==> src/rtl/swa_pkg.sv <==
`timescale 1ns / 1ps

package swa_pkg;

  // Window store depth and sample width
  localparam int WINDOW_MAX  = 16;
  localparam int SAMPLE_BITS = 16;
  localparam int AVG_BITS    = 16;

  // Window length register
  localparam int CFG_BITS   = 5;
  localparam int CFG_RESET  = 16;
  localparam int PADDR_BITS = 3;
  localparam int PDATA_BITS = 32;

  // Derived widths
  localparam int IDX_BITS = $clog2(WINDOW_MAX);
  localparam int LEN_BITS = $clog2(WINDOW_MAX + 1);
  localparam int SUM_BITS = SAMPLE_BITS + IDX_BITS + 1;
  localparam int MAG_BITS = SAMPLE_BITS + IDX_BITS;
  localparam int CNT_BITS = ($clog2(MAG_BITS) > IDX_BITS) ? $clog2(MAG_BITS) : IDX_BITS;

  // Register indexes
  localparam int REG_WINDOW_LENGTH = 0;

  typedef logic signed [SAMPLE_BITS-1:0] sample_t;
  typedef logic signed [AVG_BITS-1:0]    avg_t;
  typedef logic [LEN_BITS-1:0]           len_t;

  // Controller commands to the datapath
  typedef struct packed {
    logic start;
    logic sum_step;
    logic prep;
    logic div_step;
    logic load_out;
  } swa_cmd_t;

  // Datapath status to the controller
  typedef struct packed {
    logic out_free;
  } swa_sts_t;

endpackage

==> src/rtl/swa_sample_if.sv <==
`timescale 1ns / 1ps

interface swa_sample_if;
  import swa_pkg::*;

  logic    valid;
  logic    ready;
  sample_t sample;

  modport source (output valid, output sample, input ready);
  modport sink   (input valid, input sample, output ready);

endinterface

==> src/rtl/swa_avg_if.sv <==
`timescale 1ns / 1ps

interface swa_avg_if;
  import swa_pkg::*;

  logic valid;
  logic ready;
  avg_t average;

  modport source (output valid, output average, input ready);
  modport sink   (input valid, input average, output ready);

endinterface

==> src/rtl/swa_ctrl.sv <==
`timescale 1ns / 1ps

module swa_ctrl (
  input  logic              clk,
  input  logic              rst,
  input  logic              in_valid,
  output logic              in_ready,
  input  swa_pkg::len_t     len,
  input  swa_pkg::swa_sts_t sts,
  output swa_pkg::swa_cmd_t cmd
);
  import swa_pkg::*;

  typedef enum logic [4:0] {
    ST_IDLE = 5'b00001,
    ST_SUM  = 5'b00010,
    ST_PREP = 5'b00100,
    ST_DIV  = 5'b01000,
    ST_DONE = 5'b10000
  } state_t;

  state_t              state, state_next;
  logic [CNT_BITS-1:0] cnt, cnt_next;
  logic [CNT_BITS-1:0] sum_last;

  assign sum_last = CNT_BITS'(len - LEN_BITS'(1));

  // Sequence one beat: accept, sum window, prepare, divide, hand off
  always_comb begin
    state_next = state;
    cnt_next   = cnt;
    cmd        = '0;
    in_ready   = 1'b0;
    case (state)
      ST_IDLE: begin
        in_ready = 1'b1;
        if (in_valid) begin
          cmd.start  = 1'b1;
          cnt_next   = '0;
          state_next = ST_SUM;
        end
      end
      ST_SUM: begin
        cmd.sum_step = 1'b1;
        if (cnt == sum_last) begin
          state_next = ST_PREP;
        end else begin
          cnt_next = cnt + CNT_BITS'(1);
        end
      end
      ST_PREP: begin
        cmd.prep   = 1'b1;
        cnt_next   = '0;
        state_next = ST_DIV;
      end
      ST_DIV: begin
        cmd.div_step = 1'b1;
        if (cnt == CNT_BITS'(MAG_BITS - 1)) begin
          state_next = ST_DONE;
        end else begin
          cnt_next = cnt + CNT_BITS'(1);
        end
      end
      ST_DONE: begin
        if (sts.out_free) begin
          cmd.load_out = 1'b1;
          state_next   = ST_IDLE;
        end
      end
      default: begin
        state_next = ST_IDLE;
      end
    endcase
  end

  always_ff @(posedge clk) begin
    if (rst) begin
      state <= ST_IDLE;
      cnt   <= '0;
    end else begin
      state <= state_next;
      cnt   <= cnt_next;
    end
  end

  // An accepted beat always starts the window sum
  a_accept_sum: assert property (@(posedge clk) disable iff (rst)
    (in_valid && in_ready) |=> (state == ST_SUM))
    else $error("accepted beat did not start summing");

  // Division always follows the prepare step
  a_prep_div: assert property (@(posedge clk) disable iff (rst)
    (state == ST_PREP) |=> (state == ST_DIV && cnt == '0))
    else $error("prepare step not followed by division");

  // Never overwrite a result that is still waiting
  a_load_free: assert property (@(posedge clk) disable iff (rst)
    cmd.load_out |-> sts.out_free)
    else $error("result loaded into a full output register");

endmodule

==> src/rtl/swa_dp.sv <==
`timescale 1ns / 1ps

module swa_dp (
  input  logic              clk,
  input  logic              rst,
  input  swa_pkg::swa_cmd_t cmd,
  output swa_pkg::swa_sts_t sts,
  input  swa_pkg::len_t     len,
  input  swa_pkg::sample_t  in_sample,
  output logic              out_valid,
  input  logic              out_ready,
  output swa_pkg::avg_t     out_average
);
  import swa_pkg::*;

  sample_t               win [WINDOW_MAX];
  logic [WINDOW_MAX-1:0] win_valid;
  logic [IDX_BITS-1:0]   pos;
  logic [IDX_BITS-1:0]   rd;
  logic signed [SUM_BITS-1:0] acc;
  logic [LEN_BITS-1:0]   rem;
  logic [MAG_BITS-1:0]   quo;
  logic                  neg;
  avg_t                  avg_data;
  logic                  avg_valid;

  sample_t               rd_data;
  logic [SUM_BITS-1:0]   acc_neg;
  logic [SUM_BITS-1:0]   acc_up;
  logic [LEN_BITS:0]     trial;
  logic                  fits;
  logic [MAG_BITS-1:0]   quo_neg;

  // Slots not written since reset read as zero
  assign rd_data = win_valid[rd] ? win[rd] : '0;

  assign acc_neg = '0 - acc;
  assign acc_up  = acc + {{(SUM_BITS-LEN_BITS){1'b0}}, len} - SUM_BITS'(1);
  assign trial   = {rem, quo[MAG_BITS-1]};
  assign fits    = (trial >= {1'b0, len});
  assign quo_neg = '0 - quo;

  assign sts.out_free = !avg_valid || out_ready;
  assign out_valid    = avg_valid;
  assign out_average  = avg_data;

  // Store the new sample and advance the write slot
  always_ff @(posedge clk) begin
    if (cmd.start) begin
      win[pos] <= in_sample;
    end
  end

  always_ff @(posedge clk) begin
    if (rst) begin
      win_valid <= '0;
      pos       <= '0;
    end else if (cmd.start) begin
      win_valid[pos] <= 1'b1;
      pos <= (pos == IDX_BITS'(WINDOW_MAX - 1)) ? '0 : pos + IDX_BITS'(1);
    end
  end

  // Accumulate newest samples, then divide by the length with ceiling rounding
  always_ff @(posedge clk) begin
    if (cmd.start) begin
      rd  <= pos;
      acc <= '0;
    end else if (cmd.sum_step) begin
      acc <= acc + {{(SUM_BITS-SAMPLE_BITS){rd_data[SAMPLE_BITS-1]}}, rd_data};
      rd  <= (rd == '0) ? IDX_BITS'(WINDOW_MAX - 1) : rd - IDX_BITS'(1);
    end
    if (cmd.prep) begin
      neg <= acc[SUM_BITS-1];
      rem <= '0;
      quo <= acc[SUM_BITS-1] ? acc_neg[MAG_BITS-1:0] : acc_up[MAG_BITS-1:0];
    end else if (cmd.div_step) begin
      rem <= fits ? LEN_BITS'(trial - {1'b0, len}) : trial[LEN_BITS-1:0];
      quo <= {quo[MAG_BITS-2:0], fits};
    end
  end

  // Hold the result until the sink takes the beat
  always_ff @(posedge clk) begin
    if (cmd.load_out) begin
      avg_data <= neg ? quo_neg[AVG_BITS-1:0] : quo[AVG_BITS-1:0];
    end
  end

  always_ff @(posedge clk) begin
    if (rst) begin
      avg_valid <= 1'b0;
    end else if (cmd.load_out) begin
      avg_valid <= 1'b1;
    end else if (out_ready) begin
      avg_valid <= 1'b0;
    end
  end

endmodule

==> src/rtl/sliding_window_average.sv <==
`timescale 1ns / 1ps

// Channel     Dir  Handshake                   Payload
// sample_ch   in   valid/ready                 sample  (16 bit signed)
// average_ch  out  valid/ready                 average (16 bit signed)
// APB         in   psel/penable/pwrite/pready  window_length at 0x0
//
// A beat runs from acceptance through the window sum, one step per summed
// window slot, a prepare step, a 20-step restoring divider and a hand-off
// step that loads the result into the output register; one beat is in
// flight at a time. Reset (synchronous) clears the window store through
// per-slot valid bits. A finished result waits in the output register; a
// new sample is taken while it waits, and the next result stalls until the
// register is free.

module sliding_window_average (
  input  logic                           clk,
  input  logic                           rst,
  swa_sample_if.sink                     sample_ch,
  swa_avg_if.source                      average_ch,
  input  logic                           psel,
  input  logic                           penable,
  input  logic                           pwrite,
  input  logic [swa_pkg::PADDR_BITS-1:0] paddr,
  input  logic [swa_pkg::PDATA_BITS-1:0] pwdata,
  output logic [swa_pkg::PDATA_BITS-1:0] prdata,
  output logic                           pready
);
  import swa_pkg::*;

  logic [CFG_BITS-1:0] window_length;
  len_t                len;
  logic                reg_hit;
  swa_cmd_t            cmd;
  swa_sts_t            sts;

  assign pready  = 1'b1;
  assign reg_hit = (paddr[PADDR_BITS-1:2] == (PADDR_BITS-2)'(REG_WINDOW_LENGTH));

  // Write the length register on the access cycle
  always_ff @(posedge clk) begin
    if (rst) begin
      window_length <= CFG_BITS'(CFG_RESET);
    end else if (psel && penable && pwrite && pready && reg_hit) begin
      window_length <= pwdata[CFG_BITS-1:0];
    end
  end

  assign prdata = reg_hit ? {{(PDATA_BITS-CFG_BITS){1'b0}}, window_length} : '0;

  // Clamp the length into one to the store depth
  always_comb begin
    if (window_length == '0) begin
      len = LEN_BITS'(1);
    end else if (32'(window_length) > 32'(WINDOW_MAX)) begin
      len = LEN_BITS'(WINDOW_MAX);
    end else begin
      len = LEN_BITS'(window_length);
    end
  end

  swa_ctrl u_ctrl (
    .clk      (clk),
    .rst      (rst),
    .in_valid (sample_ch.valid),
    .in_ready (sample_ch.ready),
    .len      (len),
    .sts      (sts),
    .cmd      (cmd)
  );

  swa_dp u_dp (
    .clk         (clk),
    .rst         (rst),
    .cmd         (cmd),
    .sts         (sts),
    .len         (len),
    .in_sample   (sample_ch.sample),
    .out_valid   (average_ch.valid),
    .out_ready   (average_ch.ready),
    .out_average (average_ch.average)
  );

endmodule

==> src/flat_wrapper.sv <==
// flat-port wrapper written by rule: the top's interface ports become plain ports
module sliding_window_average_flat import swa_pkg::*;
  (clk, rst, psel, penable, pwrite, paddr, pwdata, prdata, pready, sample_ch_valid, sample_ch_sample, sample_ch_ready, average_ch_valid, average_ch_average, average_ch_ready);
  swa_sample_if sample_ch_i ();
  swa_avg_if average_ch_i ();
  input  logic clk;
  input  logic rst;
  input  logic psel;
  input  logic penable;
  input  logic pwrite;
  input  logic [swa_pkg::PADDR_BITS-1:0] paddr;
  input  logic [swa_pkg::PDATA_BITS-1:0] pwdata;
  output logic [swa_pkg::PDATA_BITS-1:0] prdata;
  output logic pready;
  input wire logic [$bits(sample_ch_i.valid)-1:0] sample_ch_valid;
  input wire logic [$bits(sample_ch_i.sample)-1:0] sample_ch_sample;
  output wire logic [$bits(sample_ch_i.ready)-1:0] sample_ch_ready;
  output wire logic [$bits(average_ch_i.valid)-1:0] average_ch_valid;
  output wire logic [$bits(average_ch_i.average)-1:0] average_ch_average;
  input wire logic [$bits(average_ch_i.ready)-1:0] average_ch_ready;
  assign sample_ch_i.valid = sample_ch_valid;
  assign sample_ch_i.sample = sample_ch_sample;
  assign sample_ch_ready = sample_ch_i.ready;
  assign average_ch_valid = average_ch_i.valid;
  assign average_ch_average = average_ch_i.average;
  assign average_ch_i.ready = average_ch_ready;
  sliding_window_average u_core (.clk(clk), .rst(rst), .sample_ch(sample_ch_i), .average_ch(average_ch_i), .psel(psel), .penable(penable), .pwrite(pwrite), .paddr(paddr), .pwdata(pwdata), .prdata(prdata), .pready(pready));
endmodule
==> config.mk <==
export PLATFORM = sky130hd
export DESIGN_NAME = sliding_window_average_flat
export DESIGN_NICKNAME = d
export VERILOG_FILES = /design/src/rtl/swa_pkg.sv /design/src/rtl/swa_sample_if.sv /design/src/rtl/swa_avg_if.sv /design/src/rtl/swa_ctrl.sv /design/src/rtl/swa_dp.sv /design/src/rtl/sliding_window_average.sv /design/src/flat_wrapper.sv
export SDC_FILE = /design/constraint.sdc
export NUM_CORES = 1
export LEC_CHECK = 0
export CORE_MARGIN = 1
export CORE_UTILIZATION = 35
export CTS_CLUSTER_SIZE = 8
export DETAILED_ROUTE_END_ITERATION = 10
export DONT_BUFFER_PORTS = 1
export MAX_ROUTING_LAYER = met4
export PLACE_DENSITY = 0.6
export SLEW_MARGIN = 20
export SYNTH_ARGS = -nofsm -noshare
export SYNTH_HDL_FRONTEND = slang
export SYNTH_HIERARCHICAL = 1
export SYNTH_SLANG_ARGS = --single-unit
export TNS_END_PERCENT = 100
==> constraint.sdc <==
create_clock -name clk -period 7.4 [get_ports clk]
set_input_delay 1.48 -clock clk [delete_from_list [all_inputs] [get_ports clk]]
set_output_delay 1.48 -clock clk [all_outputs]
set_load 0.05 [all_outputs]
==> results_tabular.tex <==
\begin{tabular}{lr}
\hline
Metric & Value \\
\hline
\multicolumn{2}{l}{\textbf{Synth}} \\
\quad EDFF count, synth & 297 \\
\quad Avg Cell Area, Syn & 13.60 um2 \\
\quad Seq/Total Area, Yosys & 0.5744 \\
\quad Dominant cell by count in the synthesized netlist & sky130\_fd\_sc\_hd\_\_edfxtp\_1 \\
\quad Cell type with the largest total area after synthesis & sky130\_fd\_sc\_hd\_\_edfxtp\_1 \\
\quad Dominant cells by area after synthesis & sky130\_fd\_sc\_hd\_\_edfxtp\_1, sky130\_fd\_sc\_hd\_\_mux4\_2, sky130\_fd\_sc\_hd\_\_dfxtp\_1, sky130\_fd\_sc\_hd\_\_ha\_1, sky130\_fd\_sc\_hd\_\_xnor2\_1 \\
\quad Top flip-flop cell by instance count after synthesis & sky130\_fd\_sc\_hd\_\_edfxtp\_1 \\
\quad Post-synthesis register bit count & 363 \\
\quad Number of warnings reported in the yosys synthesis log & 6 \\
\quad Fraction of synthesized cell area taken by the top area cell type & 0.5003 \\
\quad Cell area after technology mapping & 17830 um2 \\
\quad Async set-reset flop share out of synthesis & 0 \\
\quad Count of cell types in the netlist & 79 \\
\quad Number of standard cells after synthesis & 1311 \\
\quad Most common library cells after synthesis & sky130\_fd\_sc\_hd\_\_edfxtp\_1, sky130\_fd\_sc\_hd\_\_nor2\_1, sky130\_fd\_sc\_hd\_\_mux4\_2 \\
\multicolumn{2}{l}{\textbf{Worst setup path}} \\
\quad Crit start category & flop \\
\quad Number of gates on the worst path with buffers counted & 11 \\
\quad Slack of the worst reg-to-reg path & 2.42 ns \\
\quad WS Path Type & reg2reg \\
\quad Critical-path cell list & buf\_4, mux4\_2, mux4\_2, nor2b\_1, ha\_1, nand2\_1, a311o\_1, a311oi\_1, a21oi\_1, nor4b\_1, a211o\_1 \\
\quad Logic depth of the worst register-to-register path & 11 \\
\quad Critical path capture point type & flop \\
\quad Reg-to-reg endpoint & u\_core/u\_dp/acc[15] \\
\quad Maximum fanout encountered on the critical timing path & 37 \\
\quad Count of buffering cells on the critical path with inverters included & 1 \\
\quad Cell type with the highest occurrence count on the critical path & sky130\_fd\_sc\_hd\_\_mux4\_2 \\
\quad Cell family with most CP delay & compound AO/OA/AOI/OAI gates \\
\quad Worst EP arrival & 5.51 ns \\
\quad Worst path max stage delay & 0.85 ns \\
\quad Slowest cell on the critical path & sky130\_fd\_sc\_hd\_\_dfxtp\_4 \\
\quad Critical path required time & 7.93 ns \\
\multicolumn{2}{l}{\textbf{Floorplan}} \\
\quad Initial Utilization & 0.3553 \\
\quad IO Pins & 109 \\
\quad Placement row count & 82 \\
\quad Die width & 227.7 um \\
\quad Die Area & 51840 um2 \\
\quad Height of the die & 227.7 um \\
\quad Core Box Area & 50170 um2 \\
\multicolumn{2}{l}{\textbf{Worst hold path}} \\
\quad Hold endpoint & u\_core/u\_dp/win\_valid[10] \\
\quad Hold path start & u\_core/u\_dp/win\_valid[10] \\
\quad Worst Hold Class & reg2reg \\
\quad Cell depth of the worst hold path & 2 \\
\multicolumn{2}{l}{\textbf{Run status}} \\
\quad Run status & finished clean \\
\multicolumn{2}{l}{\textbf{Timing}} \\
\quad Number of pins with negative max-slew slack in the final report & 0 \\
\quad Slew headroom & 0.4001 \\
\quad Actual slew at the worst max-slew pin & 0.8930 ns \\
\quad Unrepaired setup endpoints after global routing & no \\
\quad Hold Slack & 0.4694 ns \\
\quad Top achievable clock speed & 0.2009 GHz \\
\quad Number of setup violations in the final report & 0 \\
\quad Layout Skew & 0.03724 ns \\
\quad Portion of the clock cycle consumed by the worst path in the final layout & 0.6726 \\
\quad Total negative slack for setup checks & 0 ns \\
\quad Count of final hold-check violations & 0 \\
\quad Post-layout min period & 4.977 ns \\
\multicolumn{2}{l}{\textbf{Clock network}} \\
\quad Clock buffer count from CTS & 51 \\
\quad Root Buffer & sky130\_fd\_sc\_hd\_\_clkbuf\_16 \\
\quad Hold-fix buffers at CTS & 0 \\
\quad Post-CTS Setup Inserts & 0 \\
\quad Deepest clock path buffer count & 3 \\
\quad Worst-Skew Late Latency & 0.59 ns \\
\quad Clock Pin Slew Worst Setup and Hold Paths & 0.05 ns \\
\quad Number of cells upsized or downsized after cts & 0 \\
\quad Clk sinks & 363 \\
\quad Clock H-tree levels & 2 \\
\quad TritonCTS clock tree & done \\
\multicolumn{2}{l}{\textbf{GRT}} \\
\quad Maximum number of pins on one net before global-route repair & 45 \\
\quad Global-route wire length before repair & 59350 um \\
\quad Global route total overflow & 0 \\
\quad Initial antenna violation count & 1 \\
\quad Vias in the first global route & 10442 \\
\quad Global-route total usage across every layer & 0.1552 \\
\multicolumn{2}{l}{\textbf{Cells and area}} \\
\quad Final nets & 1469 \\
\quad Count of filler cells inserted in the layout & 4593 \\
\quad Final standard cell area without fillers & 19990 um2 \\
\quad Layout cells sized above 1 & 0.1423 \\
\quad Final instance count without filler cells & 2042 \\
\quad Antenna Cells & 0 \\
\quad Syn-to-layout area delta & 12.14\% \\
\multicolumn{2}{l}{\textbf{Drt}} \\
\quad Total number of vias & 10395 \\
\quad Remaining antenna violation count & 0 \\
\quad Initial DRC count & 670 \\
\quad Final wirelength & 37980 um \\
\quad Detailed-route DRC error count & 0 \\
\quad Number of detailed-route iterations in the first pass & 5 \\
\quad Routed wire per std cell & 18.60 um \\
\quad Vias per Instance & 5.091 \\
\multicolumn{2}{l}{\textbf{Placement}} \\
\quad Placed inst area & 18530 um2 \\
\quad \# placed instances & 1957 \\
\quad Routability Congestion & 0.7807 \\
\quad Half-perimeter wire length of the detailed placement result & 23770 um \\
\quad Buffers added on ports & 0 \\
\multicolumn{2}{l}{\textbf{Power and ir drop}} \\
\quad Internal power & 4.060 mW \\
\quad Fraction of power spent switching nets & 0.2644 \\
\quad Combinational group share of total power & 0.184 \\
\quad Clock Power Share & 0.385 \\
\quad Proportion of power drawn by flip-flops and latches & 0.431 \\
\quad Power spent charging and discharging nets & 1.459 mW \\
\quad Static power due to leakage & 6.873 nW \\
\quad VDD IR-drop max & 254.3 uV \\
\quad Cell Pwr Density & 276.1 nW/um2 \\
\multicolumn{2}{l}{\textbf{Run}} \\
\quad MaxCap Viol Count & 0 \\
\hline
\end{tabular}
logic make-up (layout without fill, tap and decap cells):
logic type      after synthesis  after routing  synth area share
buf+inv                     153            186           0.04008
flops                       363            363            0.5744
xor+xnor                     68             68           0.03341
other cells                   2             28         0.0004213
compound gates              180            180           0.06822
mux                         125            125            0.1293
simple gates                347            347            0.1017
fa+ha+maj                    73             73           0.05250
layout by cell type (no fill, tap or decap), types with 6 or more instances in the layout:
cell type and count:
sky130_fd_sc_hd__clkbuf_1 30, sky130_fd_sc_hd__a21oi_1 52, sky130_fd_sc_hd__ha_1 70, sky130_fd_sc_hd__inv_1 76, sky130_fd_sc_hd__clkbuf_16 51, sky130_fd_sc_hd__o31ai_1 9, sky130_fd_sc_hd__nand3_1 21, sky130_fd_sc_hd__nand2_1 46
sky130_fd_sc_hd__or3_1 7, sky130_fd_sc_hd__buf_4 25, sky130_fd_sc_hd__nand3b_1 6, sky130_fd_sc_hd__nor2_1 117, sky130_fd_sc_hd__conb_1 28, sky130_fd_sc_hd__and2_1 17, sky130_fd_sc_hd__a211oi_1 12, sky130_fd_sc_hd__o22ai_1 6
sky130_fd_sc_hd__o21ai_0 36, sky130_fd_sc_hd__dfxtp_1 64, sky130_fd_sc_hd__xnor2_1 54, sky130_fd_sc_hd__mux4_2 83, sky130_fd_sc_hd__nor3_1 20, sky130_fd_sc_hd__mux2i_1 36, sky130_fd_sc_hd__nor2b_1 32, sky130_fd_sc_hd__a21o_1 11
sky130_fd_sc_hd__nand2b_1 31, sky130_fd_sc_hd__xor2_1 14, sky130_fd_sc_hd__o221ai_1 7, sky130_fd_sc_hd__a31oi_1 8, sky130_fd_sc_hd__edfxtp_1 297
state kept, by name, summed over array words and instances, names as in the netlist, named ones only:
register                 cells
u_core/u_dp/out_average     16
u_core/u_dp/win            256
u_core/window_length         5
u_core/u_dp/rem              5
u_core/u_dp/win_valid       16
u_core/u_dp/neg              1
u_core/u_dp/acc             21
u_core/u_dp/pos              4
u_core/u_dp/rd               4
u_core/u_dp/out_valid        1
u_core/u_ctrl/cnt            5
u_core/u_ctrl/state          5
u_core/u_dp/quo             20
metal layers:
metal	part of all wire	GRT usage
met2	0.48	0.2489
met5	0	-
met4	0.024	0.04893
met1	0.45	0.1969
met3	0.051	0.03214
worst max path at each step:
stage                          endpoint  startpoint
floorplan           u_core/u_dp/acc[20]        flop
global placement    u_core/u_dp/acc[20]        flop
detailed placement  u_core/u_dp/acc[20]        flop
CTS                 u_core/u_dp/acc[20]        flop
global route        u_core/u_dp/acc[15]        flop
finish              u_core/u_dp/acc[15]        flop
worst min-delay path: stages (launching register included):
cell and delay (ns):
sky130_fd_sc_hd__dfxtp_1 0.32, sky130_fd_sc_hd__nor2_1 0.05, sky130_fd_sc_hd__nor2_1 0.07
layout make-up:
type | count | area (um2) | area share
flip-flops and latches | 363 | 10250 | 0.5126
multi-input cells | 821 | 6970 | 0.3487
clock buffers | 81 | 1389 | 0.06947
well taps | 672 | 840.8 | 0.04206
inverters | 76 | 285.3 | 0.01427
repair buffers | 25 | 187.7 | 0.009388
clock inverters | 4 | 71.32 | 0.003567
per-stage QoR:
stage / power [mW] / utilization / setup slack, ns
CTS: 5.598 / 0.3984 / 2.304
detailed placement: 3.447 / 0.3693 / 2.300
finish: 5.519 / 0.3985 / 2.423
floorplan: 3.208 / - / 3.233
global placement: 3.437 / 0.3693 / 2.297
global route: 5.762 / 0.3985 / 2.030
power groups by stage:
stage	logic [mW]	clock network (mW)	registers [mW]
2_1_floorplan	0.891	0	2.32
3_3_place_gp	1.01	0	2.42
3_5_place_dp	1.03	0	2.42
4_1_cts	1.03	2.19	2.38
5_1_grt	1.10	2.27	2.39
6_report	1.02	2.12	2.38
Note: power is estimated with default switching activity, not from simulation.
